File: src/hw/rtl/assert_macros.svh
// ---------------------------------------------------------------------------
// Assertion macros
// Concurrent assertion wrappers; they expand to nothing in synthesis builds.
// ---------------------------------------------------------------------------
`ifndef ASSERT_MACROS_SVH
`define ASSERT_MACROS_SVH

`ifndef SYNTHESIS

// check prop on every rising edge outside reset
`define ASSERT_PROP(lbl, clk, rst_n, prop, msg) \
    lbl: assert property (@(posedge clk) disable iff (!rst_n) (prop)) else $error(msg);

// check that cond never holds outside reset
`define ASSERT_NEVER(lbl, clk, rst_n, cond, msg) \
    lbl: assert property (@(posedge clk) disable iff (!rst_n) !(cond)) else $error(msg);

`else

`define ASSERT_PROP(lbl, clk, rst_n, prop, msg)
`define ASSERT_NEVER(lbl, clk, rst_n, cond, msg)

`endif

`endif

File: src/hw/rtl/krpm_pkg.sv
`timescale 1ns / 1ps
// ---------------------------------------------------------------------------
// Keyed record prefix matcher package
// Widths, key codes, key text table and the result word type.
// ---------------------------------------------------------------------------
package krpm_pkg;

    localparam int OFF_W       = 13;
    localparam int POS_W       = 4;
    localparam int IDX_W       = 3;
    localparam int KEY_COUNT   = 6;
    localparam int KEY_MAX_LEN = 10;
    localparam int TEXT_W      = 8 * KEY_MAX_LEN;

    localparam logic [OFF_W-1:0]     MSG_BYTES = OFF_W'(4096);
    localparam logic [POS_W-1:0]     POS_LIMIT = POS_W'(15);
    localparam logic [KEY_COUNT-1:0] ALL_KEYS  = '1;

    localparam logic [IDX_W-1:0] KEY_ACTION    = 3'd0;
    localparam logic [IDX_W-1:0] KEY_DEVPATH   = 3'd1;
    localparam logic [IDX_W-1:0] KEY_SUBSYSTEM = 3'd2;
    localparam logic [IDX_W-1:0] KEY_DEVNAME   = 3'd3;
    localparam logic [IDX_W-1:0] KEY_DEVTYPE   = 3'd4;
    localparam logic [IDX_W-1:0] KEY_SEQNUM    = 3'd5;

    typedef struct packed {
        logic             key_found;
        logic [IDX_W-1:0] key_index;
        logic [OFF_W-1:0] value_offset;
        logic             message_done;
    } t_match_result;

    // Key text, left-justified: the first character sits in the top byte.
    function automatic logic [TEXT_W-1:0] key_text(input logic [IDX_W-1:0] k);
        logic [TEXT_W-1:0] s;
        case (k)
            KEY_ACTION:    s = {"ACTION=", 24'h0};
            KEY_DEVPATH:   s = {"DEVPATH=", 16'h0};
            KEY_SUBSYSTEM: s = "SUBSYSTEM=";
            KEY_DEVNAME:   s = {"DEVNAME=", 16'h0};
            KEY_DEVTYPE:   s = {"DEVTYPE=", 16'h0};
            KEY_SEQNUM:    s = {"SEQNUM=", 24'h0};
            default:       s = '0;
        endcase
        return s;
    endfunction

    function automatic logic [7:0] key_char(input logic [IDX_W-1:0] k,
                                            input logic [POS_W-1:0] p);
        logic [TEXT_W-1:0] t;
        t = key_text(k) << {p, 3'b000};
        return t[TEXT_W-1 -: 8];
    endfunction

    function automatic logic [POS_W-1:0] key_len(input logic [IDX_W-1:0] k);
        logic [POS_W-1:0] n;
        case (k)
            KEY_ACTION:    n = POS_W'(7);
            KEY_DEVPATH:   n = POS_W'(8);
            KEY_SUBSYSTEM: n = POS_W'(10);
            KEY_DEVNAME:   n = POS_W'(8);
            KEY_DEVTYPE:   n = POS_W'(8);
            KEY_SEQNUM:    n = POS_W'(7);
            default:       n = '0;
        endcase
        return n;
    endfunction

endpackage

File: src/hw/rtl/krpm_if.sv
`timescale 1ns / 1ps
// ---------------------------------------------------------------------------
// Keyed record prefix matcher stream interfaces
// Byte input channel and result output channel, valid/ready handshake.
// ---------------------------------------------------------------------------
interface krpm_in_if;
    logic       valid;
    logic       ready;
    logic [7:0] data_byte;
    logic       end_of_message;

    modport source (output valid, output data_byte, output end_of_message, input ready);
    modport sink   (input valid, input data_byte, input end_of_message, output ready);
endinterface

interface krpm_out_if;
    import krpm_pkg::*;
    logic             valid;
    logic             ready;
    logic             key_found;
    logic [IDX_W-1:0] key_index;
    logic [OFF_W-1:0] value_offset;
    logic             message_done;

    modport source (output valid, output key_found, output key_index,
                    output value_offset, output message_done, input ready);
    modport sink   (input valid, input key_found, input key_index,
                    input value_offset, input message_done, output ready);
endinterface

File: src/hw/rtl/krpm_match.sv
`timescale 1ns / 1ps
// ---------------------------------------------------------------------------
// Keyed record prefix matcher: match stage
// Input register, per-key prefix compare and the offset/position/mask state.
// ---------------------------------------------------------------------------
module krpm_match
    import krpm_pkg::*;
(
    input  logic          i_clk,
    input  logic          i_rst_n,
    krpm_in_if.sink       i_in,
    input  logic          i_room,
    output logic          o_push,
    output t_match_result o_result
);

    logic                 r_in_valid;
    logic [7:0]           r_byte;
    logic                 r_eom;
    logic [OFF_W-1:0]     r_byte_offset;
    logic [POS_W-1:0]     r_pos;
    logic [KEY_COUNT-1:0] r_alive;

    logic [OFF_W-1:0]     n_byte_offset;
    logic [POS_W-1:0]     n_pos;
    logic [KEY_COUNT-1:0] n_alive;

    logic                 w_take;
    logic                 w_advance;
    logic                 w_found;
    logic [IDX_W-1:0]     w_idx;
    logic [OFF_W-1:0]     w_off_inc;
    logic                 w_hit;
    logic [POS_W-1:0]     w_len;

    assign i_in.ready = !r_in_valid || i_room;
    assign w_take     = i_in.valid && i_in.ready;
    assign w_advance  = r_in_valid && i_room;

    assign w_off_inc = (r_byte_offset >= MSG_BYTES) ? MSG_BYTES : r_byte_offset + 1'b1;

    always_comb begin
        w_found = 1'b0;
        w_idx   = '0;
        w_hit   = 1'b0;
        w_len   = '0;
        n_alive = '0;
        n_pos   = r_pos;
        if (r_byte == 8'h00) begin
            n_pos   = '0;
            n_alive = ALL_KEYS;
        end else begin
            for (int k = 0; k < KEY_COUNT; k++) begin
                w_len = key_len(IDX_W'(k));
                w_hit = r_alive[k] && (r_pos < w_len)
                        && (key_char(IDX_W'(k), r_pos) == r_byte);
                if (w_hit) begin
                    if (({1'b0, r_pos} + 5'd1) == {1'b0, w_len}) begin
                        w_found = 1'b1;
                        w_idx   = IDX_W'(k);
                    end else begin
                        n_alive[k] = 1'b1;
                    end
                end
            end
            n_pos = (r_pos >= POS_LIMIT) ? POS_LIMIT : r_pos + 1'b1;
        end
        n_byte_offset = w_off_inc;
        // end of message abandons the current record and rewinds the offset
        if (r_eom) begin
            n_byte_offset = '0;
            n_pos         = '0;
            n_alive       = ALL_KEYS;
        end
    end

    always_comb begin
        o_result.key_found    = w_found;
        o_result.key_index    = w_found ? w_idx : '0;
        o_result.value_offset = w_found ? w_off_inc : '0;
        o_result.message_done = r_eom;
    end

    assign o_push = w_advance && (w_found || r_eom);

    always_ff @(posedge i_clk) begin
        if (!i_rst_n) begin
            r_in_valid    <= 1'b0;
            r_byte_offset <= '0;
            r_pos         <= '0;
            r_alive       <= ALL_KEYS;
        end else begin
            if (i_in.ready) begin
                r_in_valid <= i_in.valid;
            end
            if (w_advance) begin
                r_byte_offset <= n_byte_offset;
                r_pos         <= n_pos;
                r_alive       <= n_alive;
            end
        end
    end

    always_ff @(posedge i_clk) begin
        if (w_take) begin
            r_byte <= i_in.data_byte;
            r_eom  <= i_in.end_of_message;
        end
    end

endmodule

File: src/hw/rtl/krpm_out_fifo.sv
`timescale 1ns / 1ps
// ---------------------------------------------------------------------------
// Keyed record prefix matcher: output queue
// Two-entry result queue; decouples output stalls from the match stage.
// ---------------------------------------------------------------------------
module krpm_out_fifo
    import krpm_pkg::*;
(
    input  logic          i_clk,
    input  logic          i_rst_n,
    input  logic          i_push,
    input  t_match_result i_data,
    output logic          o_room,
    krpm_out_if.source    o_out
);

    t_match_result r_mem [2];
    logic          r_wr_ptr;
    logic          r_rd_ptr;
    logic [1:0]    r_count;
    t_match_result w_head;
    logic          w_pop;

    assign w_head = r_mem[r_rd_ptr];
    assign w_pop  = o_out.valid && o_out.ready;
    assign o_room = (r_count != 2'd2);

    assign o_out.valid        = (r_count != 2'd0);
    assign o_out.key_found    = w_head.key_found;
    assign o_out.key_index    = w_head.key_index;
    assign o_out.value_offset = w_head.value_offset;
    assign o_out.message_done = w_head.message_done;

    always_ff @(posedge i_clk) begin
        if (!i_rst_n) begin
            r_wr_ptr <= 1'b0;
            r_rd_ptr <= 1'b0;
            r_count  <= 2'd0;
        end else begin
            if (i_push) begin
                r_wr_ptr <= !r_wr_ptr;
            end
            if (w_pop) begin
                r_rd_ptr <= !r_rd_ptr;
            end
            unique case ({i_push, w_pop})
                2'b10:   r_count <= r_count + 2'd1;
                2'b01:   r_count <= r_count - 2'd1;
                default: r_count <= r_count;
            endcase
        end
    end

    always_ff @(posedge i_clk) begin
        if (i_push) begin
            r_mem[r_wr_ptr] <= i_data;
        end
    end

endmodule

File: src/hw/rtl/keyed_record_prefix_matcher_top.sv
`timescale 1ns / 1ps
// Path: a byte that completes a key or ends a message is registered in the
//   match stage, then its result word is written into the output queue.
// Throughput: one byte per cycle while the output queue has room; the
//   two-entry output queue keeps input ready while one result waits.
// Reset: synchronous, active low; offset and position clear, all keys alive.
// ---------------------------------------------------------------------------
// Keyed record prefix matcher
// Scans NUL-separated records for six key prefixes and reports value offsets and end of message.
// ---------------------------------------------------------------------------
`include "assert_macros.svh"

module keyed_record_prefix_matcher_top
    import krpm_pkg::*;
(
    input  logic       i_clk,
    input  logic       i_rst_n,
    krpm_in_if.sink    i_in,
    krpm_out_if.source o_out
);

    logic          w_push;
    logic          w_room;
    t_match_result w_result;

    krpm_match u_match (
        .i_clk    (i_clk),
        .i_rst_n  (i_rst_n),
        .i_in     (i_in),
        .i_room   (w_room),
        .o_push   (w_push),
        .o_result (w_result)
    );

    krpm_out_fifo u_out_fifo (
        .i_clk   (i_clk),
        .i_rst_n (i_rst_n),
        .i_push  (w_push),
        .i_data  (w_result),
        .o_room  (w_room),
        .o_out   (o_out)
    );

    `ASSERT_NEVER(a_push_full, i_clk, i_rst_n, w_push && !w_room, "push into full queue")
    `ASSERT_PROP(a_push_cause, i_clk, i_rst_n, w_push |-> (w_result.key_found || w_result.message_done), "empty result pushed")
    `ASSERT_PROP(a_index_range, i_clk, i_rst_n, (o_out.valid && o_out.key_found) |-> (o_out.key_index <= KEY_SEQNUM), "key index out of range")
    `ASSERT_PROP(a_no_key_zero, i_clk, i_rst_n, (o_out.valid && !o_out.key_found) |-> (o_out.key_index == '0 && o_out.value_offset == '0), "stray key fields")
    `ASSERT_PROP(a_offset_sat, i_clk, i_rst_n, o_out.valid |-> (o_out.value_offset <= MSG_BYTES), "offset beyond message size")

endmodule
File: src/flat_wrapper.sv
// flat-port wrapper written by rule: the top's interface ports become plain ports
module keyed_record_prefix_matcher_top_flat import krpm_pkg::*;
  (i_clk, i_rst_n, i_in_valid, i_in_data_byte, i_in_end_of_message, i_in_ready, o_out_valid, o_out_key_found, o_out_key_index, o_out_value_offset, o_out_message_done, o_out_ready);
  krpm_in_if i_in_i ();
  krpm_out_if o_out_i ();
  input  logic i_clk;
  input  logic i_rst_n;
  input wire logic [$bits(i_in_i.valid)-1:0] i_in_valid;
  input wire logic [$bits(i_in_i.data_byte)-1:0] i_in_data_byte;
  input wire logic [$bits(i_in_i.end_of_message)-1:0] i_in_end_of_message;
  output wire logic [$bits(i_in_i.ready)-1:0] i_in_ready;
  output wire logic [$bits(o_out_i.valid)-1:0] o_out_valid;
  output wire logic [$bits(o_out_i.key_found)-1:0] o_out_key_found;
  output wire logic [$bits(o_out_i.key_index)-1:0] o_out_key_index;
  output wire logic [$bits(o_out_i.value_offset)-1:0] o_out_value_offset;
  output wire logic [$bits(o_out_i.message_done)-1:0] o_out_message_done;
  input wire logic [$bits(o_out_i.ready)-1:0] o_out_ready;
  assign i_in_i.valid = i_in_valid;
  assign i_in_i.data_byte = i_in_data_byte;
  assign i_in_i.end_of_message = i_in_end_of_message;
  assign i_in_ready = i_in_i.ready;
  assign o_out_valid = o_out_i.valid;
  assign o_out_key_found = o_out_i.key_found;
  assign o_out_key_index = o_out_i.key_index;
  assign o_out_value_offset = o_out_i.value_offset;
  assign o_out_message_done = o_out_i.message_done;
  assign o_out_i.ready = o_out_ready;
  keyed_record_prefix_matcher_top u_core (.i_clk(i_clk), .i_rst_n(i_rst_n), .i_in(i_in_i), .o_out(o_out_i));
endmodule
File: config.mk
export PLATFORM = sky130hd
export DESIGN_NAME = keyed_record_prefix_matcher_top_flat
export DESIGN_NICKNAME = d
export VERILOG_FILES = /design/src/hw/rtl/krpm_pkg.sv /design/src/hw/rtl/krpm_if.sv /design/src/hw/rtl/krpm_match.sv /design/src/hw/rtl/krpm_out_fifo.sv /design/src/hw/rtl/keyed_record_prefix_matcher_top.sv /design/src/flat_wrapper.sv
export VERILOG_INCLUDE_DIRS = /design/src /design/src/hw/rtl
export SDC_FILE = /design/constraint.sdc
export NUM_CORES = 1
export LEC_CHECK = 0
export ABC_AREA = 1
export BUFFER_PORTS_ARGS = -buffer_cell sky130_fd_sc_hd__buf_2
export CORE_ASPECT_RATIO = 1.5
export CORE_MARGIN = 5
export CORE_UTILIZATION = 50
export DETAILED_ROUTE_END_ITERATION = 10
export GPL_TIMING_DRIVEN = 0
export PLACE_DENSITY_LB_ADDON = 0.15
export SYNTH_ARGS = -nofsm -noshare
export SYNTH_HDL_FRONTEND = slang
export SYNTH_SLANG_ARGS = --single-unit
File: constraint.sdc
create_clock -name i_clk -period 2.82 [get_ports i_clk]
set_input_delay 0.282 -clock i_clk [delete_from_list [all_inputs] [get_ports i_clk]]
set_output_delay 0.282 -clock i_clk [all_outputs]
set_load 0.05 [all_outputs]
# --- After elaboration in Yosys (flattened, before gate mapping) ---
# Memory sizes are Yosys's and may differ from the RTL's. A register that Yosys moved wholly into a read port is not among the register bits.
# Index checks and enable logic that the tools add are counted.
op_classes:
  addsub: 5
  magnitude_cmp: 5
  n_eq_ne: 12
  shifts: 6
  n_mux: 58
  reduce_logical: 24
ops:
  columns: ["op", "count"]
  rows:
  - ["$mux W80", 6]
  - ["$shl A80 B7 Y80", 6]
  - ["$eq A8 B8 Y1", 6]
  - ["$mux W13", 3]
  - ["$mux W3", 11]
  - ["$mux W1", 29]
  - ["$mux W4", 6]
  - ["$logic_and A1 B1 Y1", 16]
  - ["$eq A5 B4 Y1", 3]
  - ["$add A13 B1 Y13 const B", 1]
  - ["$ge A13 B13 Y1 const B", 1]
  - ["$lt A4 B4 Y1", 3]
  - ["$mux W6", 2]
  - ["$logic_not A8 Y1", 1]
  - ["$add A4 B1 Y5 const B", 1]
  - ["$add A4 B1 Y4 const B", 1]
  - ["$ge A4 B4 Y1 const B", 1]
  - ["$pmux W2 S2", 1]
  - ["$reduce_bool A2 Y1", 2]
  - ["$logic_not A1 Y1", 3]
  - ["$add A2 B1 Y2 const B", 1]
  - ["$eq A2 B1 Y1 const B", 1]
  - ["$eq A2 B2 Y1 const B", 1]
  - ["$logic_or A1 B1 Y1", 2]
  - ["2 further kinds", 2]
totals:
  register_bits: 37
  ram_bits: 36
  in_bits: 13
  output_inout_bits: 20
  elab_cells: 120
  mem_count: 1
memory_table:
  columns: ["memory", "depth", "word_bits", "rd", "rd_clocked_by_memory_dff", "write_ports", "line_no", "text"]
  rows:
  - ["u_core.u_out_fifo.r_mem", 2, 18, 1, 1, 1, "krpm_out_fifo.sv:17", "t_match_result r_mem [2];"]

# --- Longest topological paths before layout ---
logic_depth:
  word_depth: 22
  ltp_mapped: 20
  depth_no_buf: 20

# --- Modules after synthesis ---
# From an unflattened synthesis, not the netlist that was laid out.
hier_totals:
  hier_cells: 582
  area_unflattened_um2: 4508.1
by_module_without_submodules:
  columns: ["module", "instances", "cells_per_inst", "area_per_inst_um2"]
  rows:
  - ["krpm_match", 1, 490, 2920.3]
  - ["krpm_out_fifo", 1, 92, 1587.8]

# --- Least setup slack after synthesis ---
# OpenSTA, ideal clock, no wires.
synth_timing:
  kind: "register to register"
  start: "register u_core.u_match.r_pos[1]"
  end: "memory u_core.u_out_fifo.r_mem[0][0] in the netlist's numbering, enable pin"
  setup_time_ns: 0.392
  t_arrival_ns: 2.708
  setup_slack_ns: -0.281
  stages_incl_launch_ff: 12
  path_buffers: 0
  period_less_slack_ns: 3.101
  path_cell_list: "dfxtp_1 -> ha_1 -> ha_1 -> inv_1 -> nand2_1 -> nor3_2 -> nand3_1 -> nand2_2 -> o21ai_2 -> nand3_2 -> nand2_1 -> nor2_1"
synth_via:
  elab_chain_len: 20
synth_lines:
  columns: ["element", "line_no", "text"]
  rows:
  - ["from (decl)", "krpm_match.sv:21", "logic [POS_W-1:0] r_pos;"]
  - ["from (signal assigned)", "krpm_match.sv:98", "r_pos <= n_pos;"]
  - ["$shl A80 B7 Y80 (tied with other cells)", "krpm_pkg.sv:51", "t = key_text(k) << {p, 3'b000};"]
  - ["$eq A8 B8 Y1 (tied with other cells)", "krpm_match.sv:56", "&& (key_char(IDX_W'(k), r_pos) == r_byte);"]
  - ["$logic_and A1 B1 Y1 or $mux W1 (tied branches)", "krpm_match.sv:56, krpm_match.sv:58", null]
  - ["$mux W1", "krpm_match.sv:57", "if (w_hit) begin"]
  - ["$mux W1", "krpm_match.sv:58", "if (({1'b0, r_pos} + 5'd1) == {1'b0, w_len}) begin"]
  - ["$mux W1", "krpm_match.sv:57", null]
  - ["$mux W1", "krpm_match.sv:49", "if (r_byte == 8'h00) begin"]
  - ["$mux W1", "krpm_match.sv:58", null]
  - ["[... 4 more ...]", null, null]
  - ["$mux W1", "krpm_match.sv:57", null]
  - ["$mux W1", "krpm_match.sv:58", null]
  - ["$mux W1 (*)", "krpm_match.sv:57", null]
  - ["$mux W1 (*)", "krpm_match.sv:49", null]
  - ["$logic_or A1 B1 Y1 (*)", "krpm_match.sv:84", "assign o_push = w_advance && (w_found || r_eom);"]
  - ["$logic_and A1 B1 Y1 (*)", "krpm_match.sv:84", null]
  - ["$mux W1 (*)", "krpm_out_fifo.sv:55", "if (i_push) begin"]
  - ["$mux W1 (not written as such) (*)", "krpm_out_fifo.sv:56", "r_mem[r_wr_ptr] <= i_data;"]
  - ["to (decl)", "krpm_out_fifo.sv:17", null]
# Every way passes the cells marked *; elsewhere a longest branch is shown, timed or not. The select of a mux whose other input is x is not followed.

# --- Worst setup path after layout ---
layout_timing:
  start: "register u_core.u_match.r_pos[0]"
  end: "register u_core.u_out_fifo.r_count[1]"
layout_via:
  elab_chain_len: 20
layout_lines:
  columns: ["element", "line_no", "text"]
  rows:
  - ["$shl A80 B7 Y80 (tied with other cells)", "krpm_pkg.sv:51", null]
  - ["$eq A8 B8 Y1 (tied with other cells)", "krpm_match.sv:56", null]
  - ["$logic_and A1 B1 Y1 or $mux W1 (tied branches)", "krpm_match.sv:56, krpm_match.sv:58", null]
  - ["$mux W1", "krpm_match.sv:57", null]
  - ["$mux W1", "krpm_match.sv:58", null]
  - ["$mux W1", "krpm_match.sv:57", null]
  - ["$mux W1", "krpm_match.sv:49", null]
  - ["$mux W1", "krpm_match.sv:58", null]
  - ["[... 4 more ...]", null, null]
  - ["$mux W1", "krpm_match.sv:57", null]
  - ["$mux W1", "krpm_match.sv:58", null]
  - ["$mux W1 (*)", "krpm_match.sv:57", null]
  - ["$mux W1 (*)", "krpm_match.sv:49", null]
  - ["$logic_or A1 B1 Y1 (*)", "krpm_match.sv:84", null]
  - ["$logic_and A1 B1 Y1 (*)", "krpm_match.sv:84", null]
  - ["$eq A2 B1 Y1 or $eq A2 B2 Y1 (tied branches)", "krpm_out_fifo.sv:46", "unique case ({i_push, w_pop})"]
  - ["$pmux W2 S2 or $reduce_bool A2 Y1 (tied branches)", null, null]
  - ["to (signal assigned)", "krpm_out_fifo.sv:47", "2'b10: r_count <= r_count + 2'd1;"]
  - ["to (signal assigned)", "krpm_out_fifo.sv:48", "2'b01: r_count <= r_count - 2'd1;"]
  - ["to (signal assigned)", "krpm_out_fifo.sv:49", "default: r_count <= r_count;"]
  - ["to (decl)", "krpm_out_fifo.sv:20", "logic [1:0] r_count;"]
# Marked as above.
# A chain may end at the register's enable or synchronous reset.

==> flow_summary.rst <==
.. list-table::
   :header-rows: 1

   * - Metric
     - Value
   * - Floorplan die width
     - 85.9 um
   * - Startpoint type of the worst setup path
     - register
   * - Maximum number of pins on one net before global-route repair
     - 19
   * - Number of sinks handled by clock tree synthesis
     - 74
   * - First-pass GRT wire length
     - ~18000 um
   * - Post-placement cell area
     - 4620 um2
   * - Longest Clk Path Bufs
     - 2
   * - Endpoint class of the critical path
     - register
   * - Unrepaired setup endpoints after global routing
     - no
   * - Fraction of synthesized area in multiplexers
     - 0.0469
   * - Floorplan Core Area
     - 8410 um2
   * - Mapped Cells
     - roughly 540
   * - Leakage Power
     - about 2.1 nW
   * - Worst EP required
     - 3050 ps
   * - Normalized max-slew margin
     - 0.464
   * - Share of layout cells above drive strength 1
     - 0.254
   * - Final clock period utilization by the worst path
     - 0.939
   * - Main combinational cell family by area after synthesis
     - simple AND/OR/NAND/NOR gates
   * - Number of antenna violations at the first check in global routing
     - 0
   * - Arrival time reported for the critical path endpoint
     - around 2900 ps
   * - Seq cells post-synth
     - 74
   * - Adder-cell area share of the yosys netlist
     - 0.0319
   * - Clk slew on worst S/H paths
     - 60 ps
   * - Placement row count
     - 41
   * - Worst skew pair latency
     - 340 ps
   * - Final max-slew violation count
     - 0
   * - Transition at the pin with the smallest max-transition slack
     - 799 ps
   * - Peak supply drop
     - 0.000387 V
   * - Hold Slack
     - 115 ps
   * - Top cell family by delay on the critical path
     - simple AND/OR/NAND/NOR gates
   * - Global placement routability congestion
     - 0.917
   * - Overflow after GRT
     - 0
   * - Count of H-tree levels built during CTS
     - 3
   * - Residual DRC count
     - 0
   * - Outcome
     - completed
   * - Post-detailed-route count of antenna-violating nets
     - 0
   * - Area fraction in compound gates after synthesis
     - 0.0727
   * - Post-synthesis instance area
     - 4320 um2
   * - Pwr dens
     - ~510 nW/um2
   * - Cell type with the largest total area after synthesis
     - sky130_fd_sc_hd__edfxtp_1
   * - Post-Synthesis Mean Instance Area
     - a little over 8 um2
   * - Half-perimeter wire length after placement
     - 8510 um
   * - Biggest cell delay along the critical path
     - roughly 370 ps
   * - Area of the die
     - between 10000 and 15000 um2
   * - Yosys warns
     - 0
   * - First-pass DRT Iterations
     - 5
   * - Setup Skew
     - 7.29 ps
   * - Global router's overall resource usage
     - 0.224
   * - Worst path bufs/invs
     - 2
   * - Total detailed-routing wirelength
     - between 10000 and 15000 um
   * - Cell types with the largest area share after synthesis
     - sky130_fd_sc_hd__edfxtp_1 31%, sky130_fd_sc_hd__dfxtp_1 13%, sky130_fd_sc_hd__nand2_1 12%, sky130_fd_sc_hd__nand3_1 5.9%, sky130_fd_sc_hd__mux2_2 4.7%
   * - Final Worst Setup Slack
     - 173 ps
   * - Worst slack at placement
     - -730 ps
   * - Kind of critical path
     - register to register
   * - Clock Root Buffer
     - sky130_fd_sc_hd__clkbuf_16
   * - Mapped Nets
     - 559
   * - Via count
     - between 3000 and 4000
   * - Total power
     - 0.00265 W
   * - Xor and xnor area share after synthesis
     - 0.0203
   * - Non-Filler Cell Area, Final
     - 5200 um2
   * - Count of nets after finishing
     - 613
   * - Drt initial violations
     - 233
   * - Synth-to-layout area growth
     - 20.3%
   * - Final setup violation count
     - 0
   * - Initial cell density of the core
     - 0.513
   * - Antenna diode instance count
     - 0
   * - Cell with the largest stage delay on the worst path
     - sky130_fd_sc_hd__dfxtp_4
   * - Area share of the leading cell type in the synthesized netlist
     - 0.313
   * - Distinct cell type count of the synthesized netlist
     - 31
   * - CP max FO
     - 4
   * - Top-level I/O count
     - 33
   * - CP cell instances
     - buf_4 > buf_4 > ha_1 > nand2_1 > nand3_1 > nand2_1 > nand2_1 > nand2_1 > nor2_4 > nand3_2 > nand2_2 > o21ai_4 > nand3_4 > nand2_4 > ha_4 > a21oi_1 > o21ai_1 > o21ai_1 > a21oi_1
   * - Cell with the most instances on the worst path
     - sky130_fd_sc_hd__nand2_1
   * - Most common cell after layout, fill and taps aside
     - sky130_fd_sc_hd__nand2_1
   * - Via count of the first global-routing pass
     - 3808
   * - Number of buffers added by the clock tree synthesis step
     - 9
   * - Maximum clock rate
     - between 0.3 and 0.4 GHz
   * - Max Cap Viol
     - 0
   * - TNS Setup
     - 0 ps
   * - Post-synthesis simple-gate area fraction
     - 0.307
   * - DIE HEIGHT
     - between 100 and 150 um
   * - Count of port buffers added during placement
     - 32
   * - Top library cells by usage in the layout, fill and taps aside
     - 133 x sky130_fd_sc_hd__nand2_1, 49 x sky130_fd_sc_hd__nand3_1, 45 x sky130_fd_sc_hd__edfxtp_1
   * - Seq/Total Area, Yosys
     - 0.447
   * - Per-cell via count in the routed design
     - 5.44
   * - Number of hold violations in the final report
     - 0
   * - TritonCTS clock tree
     - built
   * - Mean routed wirelength per cell
     - 16.2 um
   * - Min Tclk post-route
     - 2650 ps
   * - Class of the worst hold path
     - input pin to register
==> sequential cells by signal (all words and copies together) (netlist names), named ones only <==
| name | flops |
|---|---|
| u_core.u_match.r_eom | 1 |
| u_core.u_out_fifo.r_rd_ptr | 1 |
| u_core.u_out_fifo.r_wr_ptr | 1 |
| u_core.u_out_fifo.r_mem | 36 |
| u_core.u_match.r_pos | 4 |
| u_core.u_match.r_in_valid | 1 |
| u_core.u_match.r_byte_offset | 13 |
| u_core.u_match.r_alive | 6 |
| u_core.u_match.r_byte | 8 |
| u_core.u_out_fifo.r_count | 2 |
==> Yosys cell counts (all sizes together) <==
cell	instances
nand4	11
nand3	52
nand2	143
dfxtp	29
nor3	15
edfxtp	45
inv	55
nor4	4
a21oi	31
a211oi	1
nor2	61
o21ai	28
xor2	10
clkbuf	10
clkinv	2
mux2	18
buf	9
ha	11
==> per-stage QoR <==
stage	util	std cells
finish	0.618	701
global placement	0.549	674
global route	0.618	701
CTS	0.605	698
floorplan	-	535
detailed placement	0.549	674
==> what timing repair did <==
action	4_1_cts	5_1_grt
resized for setup	24	22
setup endpoints to repair	62	38
setup buffers	8	4
pin swaps	6	8
endpoints found under the hold margin	0	0
hold buffers	0	0
==> power breakdown <==
group          switching (W)  internal (W)  leakage (nW)
clock               0.000479      0.000610         0.135
combinational       0.000251      0.000113          1.30
sequential         0.0000233       0.00117         0.657
==> routing by layer <==
metal / GRT usage / vias to the layer above / part of all wire
li1: - / 1889 / -
met1: 0.213 / 1783 / 0.36
met2: 0.429 / 99 / 0.56
met3: 0.0457 / 39 / 0.035
met4: 0.138 / 0 / 0.052
met5: 0 / - / 0
==> logic make-up (layout without fill, tap and decap cells) <==
family / count (synthesis) / after routing
compound gates: 60 / 60
fa+ha+maj: 11 / 11
mux: 18 / 18
xor+xnor: 10 / 10
simple gates: 286 / 286
buf+inv: 76 / 135
flops: 74 / 74
==> area by class of cell <==
cell class / count / area (um2)
clock inverter: 7 / 61.3
timing repair buffer: 44 / 279
buffer: 18 / 103
tap: 107 / 134
sequential: 74 / 1940
clock buffer: 9 / 225
inverter: 57 / 225
fill: 769 / 3220
multi-input combinational: 385 / 2230
==> path summary, 6_finish.rpt <==
check / endpoint / cells past startpoint / slack, ps / from
setup / recovery: u_core.u_out_fifo.r_count[1] / 19 / 170 / u_core.u_match.r_pos[0]
hold reg to reg: register / 1 / 470 / u_core.u_out_fifo.r_rd_ptr
hold / removal: u_core.u_match.r_byte[2] / 1 / 120 / i_in_data_byte[2]
setup reg to reg: u_core.u_out_fifo.r_count[1] / 19 / 170 / u_core.u_match.r_pos[0]
Note: power is estimated with default switching activity, not from simulation.
